**src/rtl/utxdt_pkg.sv**
```systemverilog
// ----------------------------------------------------------------------------
// utxdt_pkg
// Shared types and constants for the UART transmitter with delay timer.
// ----------------------------------------------------------------------------
package utxdt_pkg;

  localparam int DATA_BITS_DEF   = 8;
  localparam int DELAY_WIDTH_DEF = 32;
  localparam int DATA_BYTE_W     = 8;
  localparam int DELAY_TICKS_W   = 32;
  localparam int BITS_LEFT_W     = 4;

  typedef enum logic [1:0] {
    CMD_TICK  = 2'd0,
    CMD_SEND  = 2'd1,
    CMD_DELAY = 2'd2,
    CMD_RSVD  = 2'd3
  } cmd_t;

  typedef struct packed {
    logic tx_line;
    logic ready_res;
    logic accepted;
  } res_t;

endpackage

```
**src/rtl/utxdt_in_if.sv**
```systemverilog
// ----------------------------------------------------------------------------
// utxdt_in_if
// Input channel: one tick or command per transaction.
// ----------------------------------------------------------------------------
interface utxdt_in_if
  import utxdt_pkg::*;
();
  logic                     valid;
  logic                     ready;
  logic [1:0]               command;
  logic [DATA_BYTE_W-1:0]   data_byte;
  logic [DELAY_TICKS_W-1:0] delay_ticks;

  modport source (output valid, output command, output data_byte, output delay_ticks,
                  input ready);
  modport sink   (input valid, input command, input data_byte, input delay_ticks,
                  output ready);
endinterface

```
**src/rtl/utxdt_out_if.sv**
```systemverilog
// ----------------------------------------------------------------------------
// utxdt_out_if
// Result channel: line level and status after each input transaction.
// ----------------------------------------------------------------------------
interface utxdt_out_if;
  logic valid;
  logic ready;
  logic tx_line;
  logic ready_res;
  logic accepted;

  modport source (output valid, output tx_line, output ready_res, output accepted,
                  input ready);
  modport sink   (input valid, input tx_line, input ready_res, input accepted,
                  output ready);
endinterface

```
**src/rtl/uart_tx_with_delay_timer_unit.sv**
```systemverilog
// ----------------------------------------------------------------------------
// uart_tx_with_delay_timer_unit
// Bit-timed 8N1 UART transmitter with a busy delay timer.
// ----------------------------------------------------------------------------
// Each input transaction is a bit tick, a send-byte or a start-delay command
// and yields exactly one result transaction: the line level, the ready flag
// and whether the command was taken. Throughput is one transaction per clock
// while the result channel keeps taking results. An accepted transaction is
// held in the input register; once the result register is free, the state
// update is applied and its result loaded into the result register. A busy
// command is refused, never stalled. A delay of zero lasts 2^DELAY_WIDTH
// ticks.
module uart_tx_with_delay_timer_unit
  import utxdt_pkg::*;
#(
  parameter int DATA_BITS   = DATA_BITS_DEF,
  parameter int DELAY_WIDTH = DELAY_WIDTH_DEF
) (
  input  logic         clk,
  input  logic         rst_n,
  utxdt_in_if.sink     in_ch,
  utxdt_out_if.source  out_ch
);

  logic                     s1_valid_r;
  cmd_t                     s1_cmd_r;
  logic [DATA_BYTE_W-1:0]   s1_data_r;
  logic [DELAY_TICKS_W-1:0] s1_delay_r;
  logic                     out_valid_r;
  res_t                     res_r;
  res_t                     res;
  logic                     adv;

  // advance the staged transaction when the result register is free
  assign adv         = s1_valid_r && (!out_valid_r || out_ch.ready);
  assign in_ch.ready = !s1_valid_r || adv;

  always_ff @(posedge clk) begin
    if (!rst_n) begin
      s1_valid_r <= 1'b0;
    end else if (in_ch.ready) begin
      s1_valid_r <= in_ch.valid;
    end
  end

  always_ff @(posedge clk) begin
    if (in_ch.ready && in_ch.valid) begin
      s1_cmd_r   <= cmd_t'(in_ch.command);
      s1_data_r  <= in_ch.data_byte;
      s1_delay_r <= in_ch.delay_ticks;
    end
  end

  utxdt_engine #(
    .DATA_BITS   (DATA_BITS),
    .DELAY_WIDTH (DELAY_WIDTH)
  ) u_engine (
    .clk         (clk),
    .rst_n       (rst_n),
    .en          (adv),
    .cmd         (s1_cmd_r),
    .data_byte   (s1_data_r),
    .delay_ticks (s1_delay_r),
    .res         (res)
  );

  always_ff @(posedge clk) begin
    if (!rst_n) begin
      out_valid_r <= 1'b0;
    end else if (adv) begin
      out_valid_r <= 1'b1;
    end else if (out_ch.ready) begin
      out_valid_r <= 1'b0;
    end
  end

  always_ff @(posedge clk) begin
    if (adv) begin
      res_r <= res;
    end
  end

  assign out_ch.valid     = out_valid_r;
  assign out_ch.tx_line   = res_r.tx_line;
  assign out_ch.ready_res = res_r.ready_res;
  assign out_ch.accepted  = res_r.accepted;

endmodule

```
**src/rtl/utxdt_engine.sv**
```systemverilog
// ----------------------------------------------------------------------------
// utxdt_engine
// Frame sequencer and delay counter; updates state once per enabled item.
// ----------------------------------------------------------------------------
module utxdt_engine
  import utxdt_pkg::*;
#(
  parameter int DATA_BITS   = DATA_BITS_DEF,
  parameter int DELAY_WIDTH = DELAY_WIDTH_DEF
) (
  input  logic                     clk,
  input  logic                     rst_n,
  input  logic                     en,
  input  cmd_t                     cmd,
  input  logic [DATA_BYTE_W-1:0]   data_byte,
  input  logic [DELAY_TICKS_W-1:0] delay_ticks,
  output res_t                     res
);

  typedef enum logic [5:0] {
    PH_IDLE  = 6'b000001,
    PH_START = 6'b000010,
    PH_DATA  = 6'b000100,
    PH_STOP  = 6'b001000,
    PH_DONE  = 6'b010000,
    PH_DELAY = 6'b100000
  } phase_t;

  localparam logic [BITS_LEFT_W-1:0] DataBitsCnt = BITS_LEFT_W'(DATA_BITS);

  phase_t                  phase_r, phase_nxt;
  logic [DATA_BITS-1:0]    shift_r, shift_nxt;
  logic [BITS_LEFT_W-1:0]  bits_r, bits_nxt, bits_dec;
  logic [DELAY_WIDTH-1:0]  delay_r, delay_nxt, delay_dec;
  logic                    ready_r, ready_nxt;
  logic                    line_r, line_nxt;
  logic                    acc;
  logic [15:0]             byte_ext;

  assign byte_ext  = 16'(data_byte);
  assign bits_dec  = bits_r - BITS_LEFT_W'(1);
  assign delay_dec = delay_r - DELAY_WIDTH'(1);

  always_comb begin
    phase_nxt = phase_r;
    shift_nxt = shift_r;
    bits_nxt  = bits_r;
    delay_nxt = delay_r;
    ready_nxt = ready_r;
    line_nxt  = line_r;
    acc       = 1'b0;
    case (cmd)
      CMD_TICK: begin
        case (phase_r)
          PH_START: begin
            line_nxt  = 1'b0;
            bits_nxt  = DataBitsCnt;
            phase_nxt = PH_DATA;
          end
          PH_DATA: begin
            line_nxt  = shift_r[0];
            shift_nxt = shift_r >> 1;
            bits_nxt  = bits_dec;
            if (bits_dec == '0) begin
              phase_nxt = PH_STOP;
            end
          end
          PH_STOP: begin
            line_nxt  = 1'b1;
            phase_nxt = PH_DONE;
          end
          PH_DONE: begin
            ready_nxt = 1'b1;
            phase_nxt = PH_IDLE;
          end
          PH_DELAY: begin
            // zero delay wraps here and runs the full counter range
            delay_nxt = delay_dec;
            if (delay_dec == '0) begin
              ready_nxt = 1'b1;
              phase_nxt = PH_IDLE;
            end
          end
          default: ;
        endcase
      end
      CMD_SEND: begin
        if (ready_r) begin
          shift_nxt = byte_ext[DATA_BITS-1:0];
          ready_nxt = 1'b0;
          phase_nxt = PH_START;
          acc       = 1'b1;
        end
      end
      CMD_DELAY: begin
        if (ready_r) begin
          delay_nxt = delay_ticks[DELAY_WIDTH-1:0];
          ready_nxt = 1'b0;
          phase_nxt = PH_DELAY;
          acc       = 1'b1;
        end
      end
      default: ;
    endcase
  end

  always_ff @(posedge clk) begin
    if (!rst_n) begin
      phase_r <= PH_IDLE;
      shift_r <= '0;
      bits_r  <= '0;
      delay_r <= '0;
      ready_r <= 1'b1;
      line_r  <= 1'b1;
    end else if (en) begin
      phase_r <= phase_nxt;
      shift_r <= shift_nxt;
      bits_r  <= bits_nxt;
      delay_r <= delay_nxt;
      ready_r <= ready_nxt;
      line_r  <= line_nxt;
    end
  end

  assign res.tx_line   = line_nxt;
  assign res.ready_res = ready_nxt;
  assign res.accepted  = acc;

endmodule
```
**src/flat_wrapper.sv**
```systemverilog
// flat-port wrapper written by rule: the top's interface ports become plain ports
module uart_tx_with_delay_timer_unit_flat import utxdt_pkg::*;
#(
  parameter int DATA_BITS   = DATA_BITS_DEF,
  parameter int DELAY_WIDTH = DELAY_WIDTH_DEF
)
  (clk, rst_n, in_ch_valid, in_ch_command, in_ch_data_byte, in_ch_delay_ticks, in_ch_ready, out_ch_valid, out_ch_tx_line, out_ch_ready_res, out_ch_accepted, out_ch_ready);
  utxdt_in_if in_ch_i ();
  utxdt_out_if out_ch_i ();
  input  logic clk;
  input  logic rst_n;
  input wire logic [$bits(in_ch_i.valid)-1:0] in_ch_valid;
  input wire logic [$bits(in_ch_i.command)-1:0] in_ch_command;
  input wire logic [$bits(in_ch_i.data_byte)-1:0] in_ch_data_byte;
  input wire logic [$bits(in_ch_i.delay_ticks)-1:0] in_ch_delay_ticks;
  output wire logic [$bits(in_ch_i.ready)-1:0] in_ch_ready;
  output wire logic [$bits(out_ch_i.valid)-1:0] out_ch_valid;
  output wire logic [$bits(out_ch_i.tx_line)-1:0] out_ch_tx_line;
  output wire logic [$bits(out_ch_i.ready_res)-1:0] out_ch_ready_res;
  output wire logic [$bits(out_ch_i.accepted)-1:0] out_ch_accepted;
  input wire logic [$bits(out_ch_i.ready)-1:0] out_ch_ready;
  assign in_ch_i.valid = in_ch_valid;
  assign in_ch_i.command = in_ch_command;
  assign in_ch_i.data_byte = in_ch_data_byte;
  assign in_ch_i.delay_ticks = in_ch_delay_ticks;
  assign in_ch_ready = in_ch_i.ready;
  assign out_ch_valid = out_ch_i.valid;
  assign out_ch_tx_line = out_ch_i.tx_line;
  assign out_ch_ready_res = out_ch_i.ready_res;
  assign out_ch_accepted = out_ch_i.accepted;
  assign out_ch_i.ready = out_ch_ready;
  uart_tx_with_delay_timer_unit #(.DATA_BITS(DATA_BITS), .DELAY_WIDTH(DELAY_WIDTH)) u_core (.clk(clk), .rst_n(rst_n), .in_ch(in_ch_i), .out_ch(out_ch_i));
endmodule
```
**config.mk**
```make
export PLATFORM = sky130hd
export DESIGN_NAME = uart_tx_with_delay_timer_unit_flat
export DESIGN_NICKNAME = d
export VERILOG_FILES = /design/src/rtl/utxdt_pkg.sv /design/src/rtl/utxdt_in_if.sv /design/src/rtl/utxdt_out_if.sv /design/src/rtl/uart_tx_with_delay_timer_unit.sv /design/src/rtl/utxdt_engine.sv /design/src/flat_wrapper.sv
export SDC_FILE = /design/constraint.sdc
export NUM_CORES = 1
export LEC_CHECK = 0
export ABC_AREA = 1
export BUFFER_PORTS_ARGS = -buffer_cell sky130_fd_sc_hd__buf_2
export CAP_MARGIN = 20
export CELL_PAD_IN_SITES_DETAIL_PLACEMENT = 1
export CELL_PAD_IN_SITES_GLOBAL_PLACEMENT = 1
export CORE_UTILIZATION = 31
export CTS_CLUSTER_DIAMETER = 100
export DETAILED_ROUTE_END_ITERATION = 7
export GPL_TIMING_DRIVEN = 1
export PLACE_DENSITY_LB_ADDON = 0.1
export RECOVER_POWER = 50
export REMOVE_ABC_BUFFERS = 1
export SLEW_MARGIN = 40
export SYNTH_ARGS = -nofsm -noshare
export SYNTH_HDL_FRONTEND = slang
export SYNTH_SLANG_ARGS = --single-unit
```
**constraint.sdc**
```tcl
create_clock -name clk -period 2 [get_ports clk]
set_clock_uncertainty 0.2 [all_clocks]
set_input_delay 0.1 -clock clk [delete_from_list [all_inputs] [get_ports clk]]
set_output_delay 0.1 -clock clk [all_outputs]
set_load 0.1 [all_outputs]
```
* After elaboration in Yosys (flattened, before gate mapping)
Index checks and enable logic that the tools add are counted.
Cells by class: add/subtract/negate cells 2, eq/ne operators 14, muxes and demuxes 21, reductions and logical operators 19
Operator list (count):
- 32-bit two-way mux | 2
- 32-bit case mux with 2 select lines | 1
- 32-bit zero test | 1
- 32-bit by 1-bit subtractor with 32-bit output (second input constant) | 1
- 6-bit case mux with 5 select lines | 1
- 6-bit two-way mux | 4
- 6-bit case mux with 3 select lines | 1
- 8-bit two-way mux | 2
- 8-bit case mux with 2 select lines | 1
- 4-bit case mux with 2 select lines | 1
- 4-bit AND reduction | 2
- 2-bit nonzero test | 4
- 7-bit AND reduction | 1
- 6-bit by 2-bit == test with 1-bit output (second input constant) | 1
- 6-bit by 3-bit == test with 1-bit output (second input constant) | 1
- 6-bit by 4-bit == test with 1-bit output (second input constant) | 1
- 6-bit by 5-bit == test with 1-bit output (second input constant) | 1
- 6-bit == test (second input constant) | 1
- 2-bit inequality test (second input constant) | 3
- 3-bit inequality test (second input constant) | 2
- 6-bit by 2-bit inequality test with 1-bit output (second input constant) | 1
- 1-bit two-way mux | 5
- 4-bit zero test | 1
- 1-bit case mux with 2 select lines | 2
- 12 further kinds | 15
Word-level totals: bits in registers 99, input bits 46, output and inout port bits 5, word-level logic and storage cells 70

* Logic depth before layout (Yosys ltp)
Gate-level depths: netlist of the first run.
depth in word-level cells 5, mapped depth 19, depth with buffers taken out 19

* By module
From an unflattened synthesis of the first run, not the netlist that was laid out.
Second synthesis, totals: cell total of the unflattened synthesis 698, area total of the unflattened synthesis 5393.9 um^2
By module, submodules not included:
- utxdt_engine | instances 1, cells each 640, area each 3947.5 um^2, seq. area each 1041.0 um^2
- uart_tx_with_delay_timer_unit | instances 1, cells each 58, area each 1446.4 um^2, seq. area each 1391.3 um^2

* Worst setup path after synthesis of the first run
Ideal clock, no wire load.
path type reg-to-reg, start point register u_core.out_valid_r, in the netlist u_core.out_ch.valid, end point register u_core.s1_cmd_r[0], enable pin, setup time 447 ps, arrival time 2777 ps, data required time 1353 ps, slack -1424 ps, stages on the path, launching flop included 4, path buffers 0, clock period less this slack 3424 ps, cells stage by stage dfxtp_1 nand3_1 nand2_1 inv_1
Between the ends: cells in the longest elaborated chain, start to end 5
Ends and longest elaborated chain:
- from (decl) | line uart_tx_with_delay_timer_unit.sv:29 | logic out_valid_r;
- from (signal assigned) | line uart_tx_with_delay_timer_unit.sv:69 | out_valid_r <= 1'b0;
- from (signal assigned) | line uart_tx_with_delay_timer_unit.sv:71 | out_valid_r <= 1'b1;
- from (signal assigned) | line uart_tx_with_delay_timer_unit.sv:73 | out_valid_r <= 1'b0;
- 1-bit zero test | line uart_tx_with_delay_timer_unit.sv:35 | assign adv = s1_valid_r && (!out_valid_r || out_ch.ready);
- 1-bit logical OR | line uart_tx_with_delay_timer_unit.sv:35
- 1-bit logical AND | line uart_tx_with_delay_timer_unit.sv:35
- 1-bit logical OR | line uart_tx_with_delay_timer_unit.sv:36 | assign in_ch.ready = !s1_valid_r || adv;
- net in_ch_ready | line flat_wrapper.sv:16 | output wire logic [$bits(in_ch_i.ready)-1:0] in_ch_ready;
- 1-bit logical AND | line uart_tx_with_delay_timer_unit.sv:47 | if (in_ch.ready && in_ch.valid) begin
- to (signal assigned) | line uart_tx_with_delay_timer_unit.sv:48 | s1_cmd_r <= cmd_t'(in_ch.command);
- to (decl) | line uart_tx_with_delay_timer_unit.sv:26 | cmd_t s1_cmd_r;
The timed path passes the listed nets, and every way through them passes these cells. A chain may end at the register's enable or synchronous reset.

* Worst setup path after layout of the first run
start point register u_core.u_engine.delay_r[3], end point register u_core.u_engine.phase_r[3]
Between the ends: cells in the longest elaborated chain, start to end 4
Ends and longest elaborated chain:
- from (decl) | line utxdt_engine.sv:34 | logic [DELAY_WIDTH-1:0] delay_r, delay_nxt, delay_dec;
- from (signal assigned) | line utxdt_engine.sv:119 | delay_r <= delay_nxt;
- 32-bit by 1-bit subtractor with 32-bit output | line utxdt_engine.sv:42 | assign delay_dec = delay_r - DELAY_WIDTH'(1);
- 32-bit zero test | line utxdt_engine.sv:79 | if (delay_dec == '0) begin
- 3-bit inequality test (no source line)
- 7-bit AND reduction (no source line)
- to (signal assigned) | line utxdt_engine.sv:116 | phase_r <= phase_nxt;
- to (decl) | line utxdt_engine.sv:31 | phase_t phase_r, phase_nxt;
No other way between the ends.

==> out/metrics.cfg, run 1 <==
[setup_path]
cp.required_ns = 2.04
cp-start-kind = register
critPathMaxStageDelay_ns = 0.37
criticalPathCategory = register to register
end_kind = register
critical_path.cell_chain = buf_6, nor2_4, nand2_4, nor2_8, nand2_4, nand2_2, nand2_2, nor2_2, nand2_1, nor2_1, nand2_2, nor2_4, nand2_2, nand2_4, nand2_4, nand2_1, a21oi_1
setup.worst_path.start = u_core.u_engine.delay_r[3]$_SDFFE_PN0P_
arrival_ns = 2.45
crit_fanout = 7
crit_path_top_delay_cell = dfxtp_4
cp_top_family = simple AND/OR/NAND/NOR gates
path_buf_inv = 1
r2r-start = u_core.u_engine.delay_r[3]$_SDFFE_PN0P_

[routing]
ant_nets = 0
drt_iter0_drc = 182
routed.top_layer = met4
wire_per_inst_um = 16.5
vias = 5329
viasPerCell = 4.86
drc = 0
wl_met1_um = 7800
wl_met3_um = 391
totalWireLength_um = 18100
drtPass1Iterations = 4
wl_met2_um = 9650

[cts]
clk_pin_slew_ns = 0.08
cts_buffers = 9
root_buffer = clkbuf_16
cts_htree_levels = 3
cts_sinks = 99
insertion_delay_ns = 0.36
tritoncts = built
clock_path_buffers = 2

[timing]
fin_ws_ns = -0.412
post-route-min-period_ns = 2.41
worst_pin_slew_ns = 0.668
finalSetupViolCount = 40
fmax_mhz = 415
report.final.slew_viol_count = 0
relSlewSlack = 0.555
hold_violations = 0
rsz0062_at_grt = true
timing.final.crit_share = 1.21

[pwr]
design_power_total_w = 0.00574
pwr-share-seq = 0.396
clkPwrFrac = 0.320
vdd_drop_max_mv = 0.544
power_switching_w = 0.00189
p_int_w = 0.00385
power.density_mw_per_mm2 = 711
p_leak_nw = 3.64
switching_share = 0.329
p_comb_frac = 0.284

[synth]
syn-instance-count = 644
synth_top_family_by_area = simple AND/OR/NAND/NOR gates
syn-cell-area_mm2 = 0.00505
synth-compound-area-share = 0.136
synthAdderAreaFrac = 0.0223
syn_area_per_cell_um2 = 7.85
synth-seq-area-share = 0.481
synth_cell_types = 35
ys_warn_count = 0
synth_seq_cells = 99
muxShareOfSynthArea = 0
synth_xor_area_frac = 0.00693
synth_simple_gate_area_frac = 0.285

[worst_hold_path]
min-delay-start = in_ch_delay_ticks[5]
hold_class = input pin to register

[flow_run]
cap_violations = 0

[placement]
placed_cells = 1000
dp_hpwl_um = 11700
numPortBuffers = 50
place_congestion = 0.841
placement.setup.worst_slack_ns = -0.626

[cells_and_area]
syn_to_final_growth_pct = 59.7
diodes = 0
final_common_cell = nand2_1
nFillCells = 1923
mostFrequentLayoutCells = nand2_1, buf_4, inv_1, nor2_1, dlygate4sd3_1
drive_gt1_frac = 0.386
nets = 930
finalNonFillerCells = 1096
utilization = 0.508

[grt]
gr-usage-all-layers = 0.211
grt_pass1_wl_um = 27200
antenna_found_initial = 0
grt_pass1_vias = 5607
grt_max_degree = 43
grt_overflow = 0

[outcome]
violations = negative setup slack
status = finished, violations left

[floorplanning]
start_util = 0.318
die_area_mm2 = 0.0168
fp.dieW_um = 130
dieHeight_um = 130
std_cell_rows = 46
ios = 51
fp.coreArea_mm2 = 0.0159

state kept, by name, indices dropped and copies added, names as in the netlist:
signal / flops
u_core.s1_delay_r: 32
u_core.u_engine.delay_r: 32
u_core.s1_data_r: 8
u_core.u_engine.shift_r: 8
u_core.u_engine.phase_r: 6
u_core.u_engine.bits_r: 4
u_core.s1_cmd_r: 2
u_core.out_ch.accepted: 1
u_core.out_ch.ready_res: 1
u_core.out_ch.tx_line: 1
u_core.out_ch.valid: 1
u_core.s1_valid_r: 1
u_core.u_engine.line_r: 1
u_core.u_engine.ready_r: 1
Yosys cell counts:
master | number | area [um^2]
a21oi_1 | 35 | 175
a21oi_4 | 1 | 16.3
a221oi_1 | 15 | 131
a22oi_1 | 1 | 7.51
a31oi_1 | 13 | 81.3
buf_2 | 5 | 25.0
buf_6 | 1 | 11.3
clkbuf_1 | 15 | 56.3
clkinv_1 | 3 | 11.3
dfxtp_1 | 54 | 1080
edfxtp_1 | 45 | 1350
ha_1 | 9 | 113
inv_1 | 60 | 225
inv_2 | 4 | 15.0
nand2_1 | 174 | 653
nand2_2 | 6 | 37.5
nand2_4 | 2 | 22.5
nand3_1 | 40 | 200
nand3_2 | 1 | 10.0
nand3b_1 | 5 | 37.5
nand3b_4 | 1 | 20.0
nand4_1 | 7 | 43.8
nor2_1 | 74 | 278
nor2_2 | 12 | 75.1
nor2_4 | 2 | 22.5
nor2_8 | 1 | 20.0
nor3_1 | 3 | 15.0
nor4_1 | 1 | 6.26
o211a_1 | 3 | 30.0
o211ai_1 | 4 | 30.0
o21ai_0 | 32 | 160
o21ai_1 | 10 | 50.1
o21bai_1 | 1 | 7.51
xnor2_1 | 3 | 26.3
xor2_1 | 1 | 8.76
cell type report:
| type | instances | area [um^2] | area share |
|---|---|---|---|
| Clock inverter | 7 | 83.8 | 0.0104 |
| Clock buffer | 9 | 225 | 0.0279 |
| Tap cell | 216 | 270 | 0.0335 |
| Timing Repair Buffer | 241 | 1980 | 0.246 |
| Sequential cell | 99 | 2460 | 0.304 |
| Inverter | 67 | 260 | 0.0322 |
| Multi-Input combinational cell | 457 | 2790 | 0.346 |
worst paths after layout:
| path | to | slack (ns) | depth (start not counted) |
|---|---|---|---|
| setup / recovery | u_core.u_engine.phase_r[3]$_SDFFE_PN0P_ | -0.41 | 17 |
| hold / removal | u_core.s1_delay_r[5]$_DFFE_PP_ | 0.24 | 2 |
| setup reg to reg | u_core.u_engine.phase_r[3]$_SDFFE_PN0P_ | -0.41 | 17 |
| hold reg to reg | u_core.u_engine.line_r$_SDFFE_PN1P_ | 0.28 | 2 |
kinds of logic after synthesis:
| logic type | Yosys count |
|---|---|
| AOI/OAI and AO/OA | 115 |
| DFF | 99 |
| and+or+nand+nor | 329 |
| buffers and inverters | 88 |
| adders and majority gates | 9 |
| xor gates and xnor gates | 4 |
metrics by stage:
stage,TNS [ns],hold WS (ns),cell area [um^2]
finish,-4.77,0.243,8070
global route,-9.38,0.237,8070
CTS,-2.87,0.225,7480
detailed placement,-6.24,0.0787,6350
global placement,-4.51,0.0762,6350
floorplan,-119.81,-0.0159,4960
power groups by stage:
| stage | registers, W | logic [W] | clock network, W |
|---|---|---|---|
| 2_1_floorplan | 0.00232 | 0.000661 | 0 |
| 3_3_place_gp | 0.00230 | 0.00128 | 0 |
| 4_1_cts | 0.00226 | 0.00149 | 0.00188 |
| 5_1_grt | 0.00228 | 0.00178 | 0.00196 |
| 6_report | 0.00227 | 0.00163 | 0.00184 |
| 3_5_place_dp | 0.00230 | 0.00131 | 0 |
worst reg2reg max path, delay by kind of cell, from the launching register on:
family,cells,cell delay [ns]
AOI/OAI and AO/OA,1,0.07
DFF,1,0.37
buffers and inverters,1,0.12
and+or+nand+nor,15,1.52
layer usage:
metal,track usage,vias up
met5,0,-
met4,0.0602,0
met3,0.0349,21
met2,0.398,77
met1,0.244,2609
li1,-,2622
timing repair:
action / CTS / global route
setup buffers: 12 / 22
cloned: 2 / 3
endpoints found under the setup margin: 44 / 53
pin swaps: 14 / 24
gates resized for setup: 72 / 117
hold endpoints to repair: 45 / 0
hold buffers: 46 / 0
Note: power is estimated with default switching activity, not from simulation.
==> inputs of run 2 (changes only) <==
--- a/config.mk
+++ b/config.mk
@@ -5,7 +5,6 @@
 export SDC_FILE = /design/constraint.sdc
 export NUM_CORES = 1
 export LEC_CHECK = 0
-export ABC_AREA = 1
 export BUFFER_PORTS_ARGS = -buffer_cell sky130_fd_sc_hd__buf_2
 export CAP_MARGIN = 20
 export CELL_PAD_IN_SITES_DETAIL_PLACEMENT = 1
==> run 2 against run 1 <==
Net effect: the flow still finishes with violations (negative setup slack); design area increased by 5.2%; combinational power increased by 72%; non-clock buffer count increased by 28; first-iteration DRC count increased by 21%; sequential cell count unchanged; sequential power increased by 3%; power increased by 20%; global-route usage increased by 1.3 points; synthesized cell count decreased by 15%; critical endpoint is now u_core.u_engine.phase_r[2]$_SDFFE_PN0P_; largest cell class unchanged.
==> out/metrics.cfg, run 2 <==
[outcome]
status = finished, violations left
violations = negative setup slack

[setup_path]
cp-start-kind = register
arrival_ns = 3.14  ; +0.69 ns
critical_path.cell_chain = inv_1, ha_2, nor3b_4, and3_4, a31o_1, a2111oi_2, nand4_1, o311a_4, buf_6, o211ai_1, o41ai_4
end_kind = register
cp.required_ns = 2.04  ; about the same
path_buf_inv = 2  ; +1
cp_num_cells = 11  ; -6
critPathMaxStageDelay_ns = 0.40  ; +0.03 ns
cp_top_family = compound AO/OA/AOI/OAI gates
crit_fanout = 6  ; -1
ff2ff_path_depth = 11  ; -6
criticalPathCategory = register to register
crit_path_top_delay_cell = o311a_4

[synth]
synth_cell_types = 70  ; +100%
syn-instance-count = 547  ; -15%
synth.most_common_cell = nor2_1
synth_top_area_share = 0.267  ; -0.000594
syn-cell-area_mm2 = 0.00507  ; +0.22%
ys_warn_count = 0  ; unchanged
synth.area.top_cells = edfxtp_1, dfxtp_1, nor2_1
synth_seq_cells = 99  ; unchanged
synth-seq-area-share = 0.480  ; -0.00107
async_flop_share = 0  ; unchanged
synth_largest_area_cell = edfxtp_1
syn_area_per_cell_um2 = 9.26  ; +18%
synth-main-ff-cell = dfxtp_1
synth.cells.most_frequent = nor2_1, dfxtp_1, nand2_1
synth_edf_count = 45  ; unchanged

[cells_and_area]
fin_area_mm2 = 0.00850  ; +5.2%
mostFrequentLayoutCells = buf_4, nor2_1, dfxtp_1, edfxtp_1
syn_to_final_growth_pct = 67.7
nets = 848  ; -8.8%
diodes = 0  ; unchanged
multi_input_area_mm2 = 0.00320  ; +15%
finalNonFillerCells = 1014  ; -7.5%
drive_gt1_frac = 0.457  ; +0.0710
register_area_mm2 = 0.00244  ; -0.81%
top_regs = u_core.s1_delay_r x32, u_core.u_engine.delay_r x32
final_common_cell = buf_4
nFillCells = 1736  ; -9.7%

[timing]
post-route-min-period_ns = 3.09  ; +0.681 ns
fmax_mhz = 323  ; -22%
relSlewSlack = 0.641  ; +0.0862
report.final.slew_viol_count = 0  ; unchanged
finalSetupViolCount = 44  ; +10%
hold_violations = 0  ; unchanged
rsz0062_at_grt = true
worst_pin_slew_ns = 0.541  ; -0.127 ns
timing.final.crit_share = 1.55  ; +0.341
fin_ws_ns = -1.09  ; -0.681 ns

[routing]
drtPass1Iterations = 5  ; +1
drt_iter0_drc = 221  ; +21%
drc = 0  ; unchanged
viasPerCell = 5.21  ; +7.2%
ant_nets = 0  ; unchanged
totalWireLength_um = 18500  ; +2.0%
wire_per_inst_um = 18.2  ; +10%
vias = 5286  ; -0.81%

[grt]
grt_pass1_wl_um = 28800  ; +5.6%
antenna_found_initial = 0  ; unchanged
grt_pass1_vias = 5553  ; -0.96%
grt_max_degree = 43  ; unchanged
grt_overflow = 0  ; unchanged
gr-usage-all-layers = 0.224  ; +0.0129

[cts]
cts_buffers = 9  ; unchanged
tritoncts = built
insertion_delay_ns = 0.36  ; about the same
clk_pin_slew_ns = 0.08  ; about the same
cts_htree_levels = 3  ; unchanged
cts_sinks = 99  ; unchanged
root_buffer = clkbuf_16
clock_path_buffers = 2  ; unchanged

[pwr]
switching_share = 0.342  ; +0.0131
power.density_mw_per_mm2 = 808  ; +14%
p_leak_nw = 3.45  ; -5.2%
clkPwrFrac = 0.250  ; -0.070
p_int_w = 0.00452  ; +17%
pwr-share-seq = 0.340  ; -0.056
vdd_drop_max_mv = 0.557  ; +2.5%
p_comb_frac = 0.410  ; +0.126
power_switching_w = 0.00235  ; +24%

[floorplanning]
std_cell_rows = 46  ; unchanged
die_area_mm2 = 0.0169  ; +0.22%
fp.coreArea_mm2 = 0.0159  ; +0.36%
fp.dieW_um = 130  ; +0.11%
dieHeight_um = 130  ; +0.11%
ios = 51  ; unchanged
start_util = 0.318  ; -0.000442

[placement]
numPortBuffers = 50  ; unchanged
place_area_mm2 = 0.00648  ; +1.9%
placed_cells = 913  ; -8.7%
place_congestion = 0.887  ; +5.4%
dp_hpwl_um = 11800  ; +0.74%

[worst_hold_path]
holdPathStages = 3  ; +1
hold_class = input pin to register

[flow_run]
cap_violations = 0  ; unchanged

run 2: changes by cell type after synthesis, moves of 11 or more:
cell / before / now
nand2_1: 174 / 47
inv_1: 60 / 12
nor3_1: 3 / 34
nand3_1: 40 / 19
clkbuf_1: 15 / 27
nor2_2: 12 / 0
mux2i_1: 0 / 11
run 2: worst register-to-register path: stages (launching register included):
cell and delay [ns]:
dfxtp_2 0.36, inv_1 0.07, ha_2 0.21, nor3b_4 0.16
and3_4 0.21, a31o_1 0.24, a2111oi_2 0.39, nand4_1 0.20
o311a_4 0.40, buf_6 0.14, o211ai_1 0.27, o41ai_4 0.13
run 2: final timing paths:
kind                                                 from                                      end  slack, ns
setup / recovery  u_core.u_engine.delay_r[0]$_SDFFE_PN0P_  u_core.u_engine.phase_r[2]$_SDFFE_PN0P_      -1.09
setup reg to reg  u_core.u_engine.delay_r[0]$_SDFFE_PN0P_  u_core.u_engine.phase_r[2]$_SDFFE_PN0P_      -1.09
hold / removal                                      rst_n   u_core.u_engine.bits_r[0]$_SDFFE_PN0P_       0.01
hold reg to reg       u_core.u_engine.line_r$_SDFFE_PN1P_      u_core.u_engine.line_r$_SDFFE_PN1P_       0.27
run 2: layer usage:
layer	up-vias	track usage	routed length (um)
li1	2527	-	-
met1	2643	0.273	8130
met2	94	0.400	9490
met3	22	0.0373	574
met4	0	0.0746	303
met5	-	0	0
run 2: timing repair:
item / 4_1_cts / 5_1_grt
endpoints found under the hold margin: 44 / 0
pin swaps: 69 / 61
gates cloned: 6 / 0
resized for setup: 138 / 87
hold buffers: 44 / 0
buffers inserted: 24 / 20
endpoints found under the setup margin: 49 / 50
run 2: through the flow:
stage | setup WS (ns) | utilization | hold WS (ns) | power, W | setup TNS [ns]
finish | -1.09 | 0.533 | 0.0113 | 0.00687 | -24.54
global route | -1.19 | 0.533 | 0.0403 | 0.00720 | -28.96
CTS | -0.992 | 0.508 | 0.0136 | 0.00655 | -24.07
detailed placement | -1.28 | 0.406 | 0.0783 | 0.00424 | -31.03
global placement | -1.15 | 0.406 | 0.0759 | 0.00422 | -28.72
floorplan | -1.56 | - | -0.0282 | 0.00333 | -117.24
run 2: layout make-up:
class / instances / share of cell area
Multi-Input combinational cell: 401 / 0.377
Timing Repair Buffer: 269 / 0.265
Clock inverter: 7 / 0.00692
Clock buffer: 9 / 0.0265
Tap cell: 216 / 0.0318
Inverter: 13 / 0.00574
Sequential cell: 99 / 0.287
run 2: kinds of logic after synthesis:
| family | count (synthesis) | share of synthesized area |
|---|---|---|
| simple gates | 237 | 0.241 |
| xor+xnor | 6 | 0.0104 |
| mux | 12 | 0.0240 |
| compound gates | 137 | 0.184 |
| buf+inv | 47 | 0.0388 |
| flops | 99 | 0.480 |
| fa+ha+maj | 9 | 0.0222 |
run 2: power groups by stage:
stage | Combinational [W] | Clock (W) | Sequential [W]
after floorplan | 0.000916 | 0 | 0.00242
after global placement | 0.00186 | 0 | 0.00236
after detailed placement | 0.00188 | 0 | 0.00236
after CTS | 0.00246 | 0.00177 | 0.00233
after global routing | 0.00300 | 0.00185 | 0.00235
final | 0.00281 | 0.00172 | 0.00234
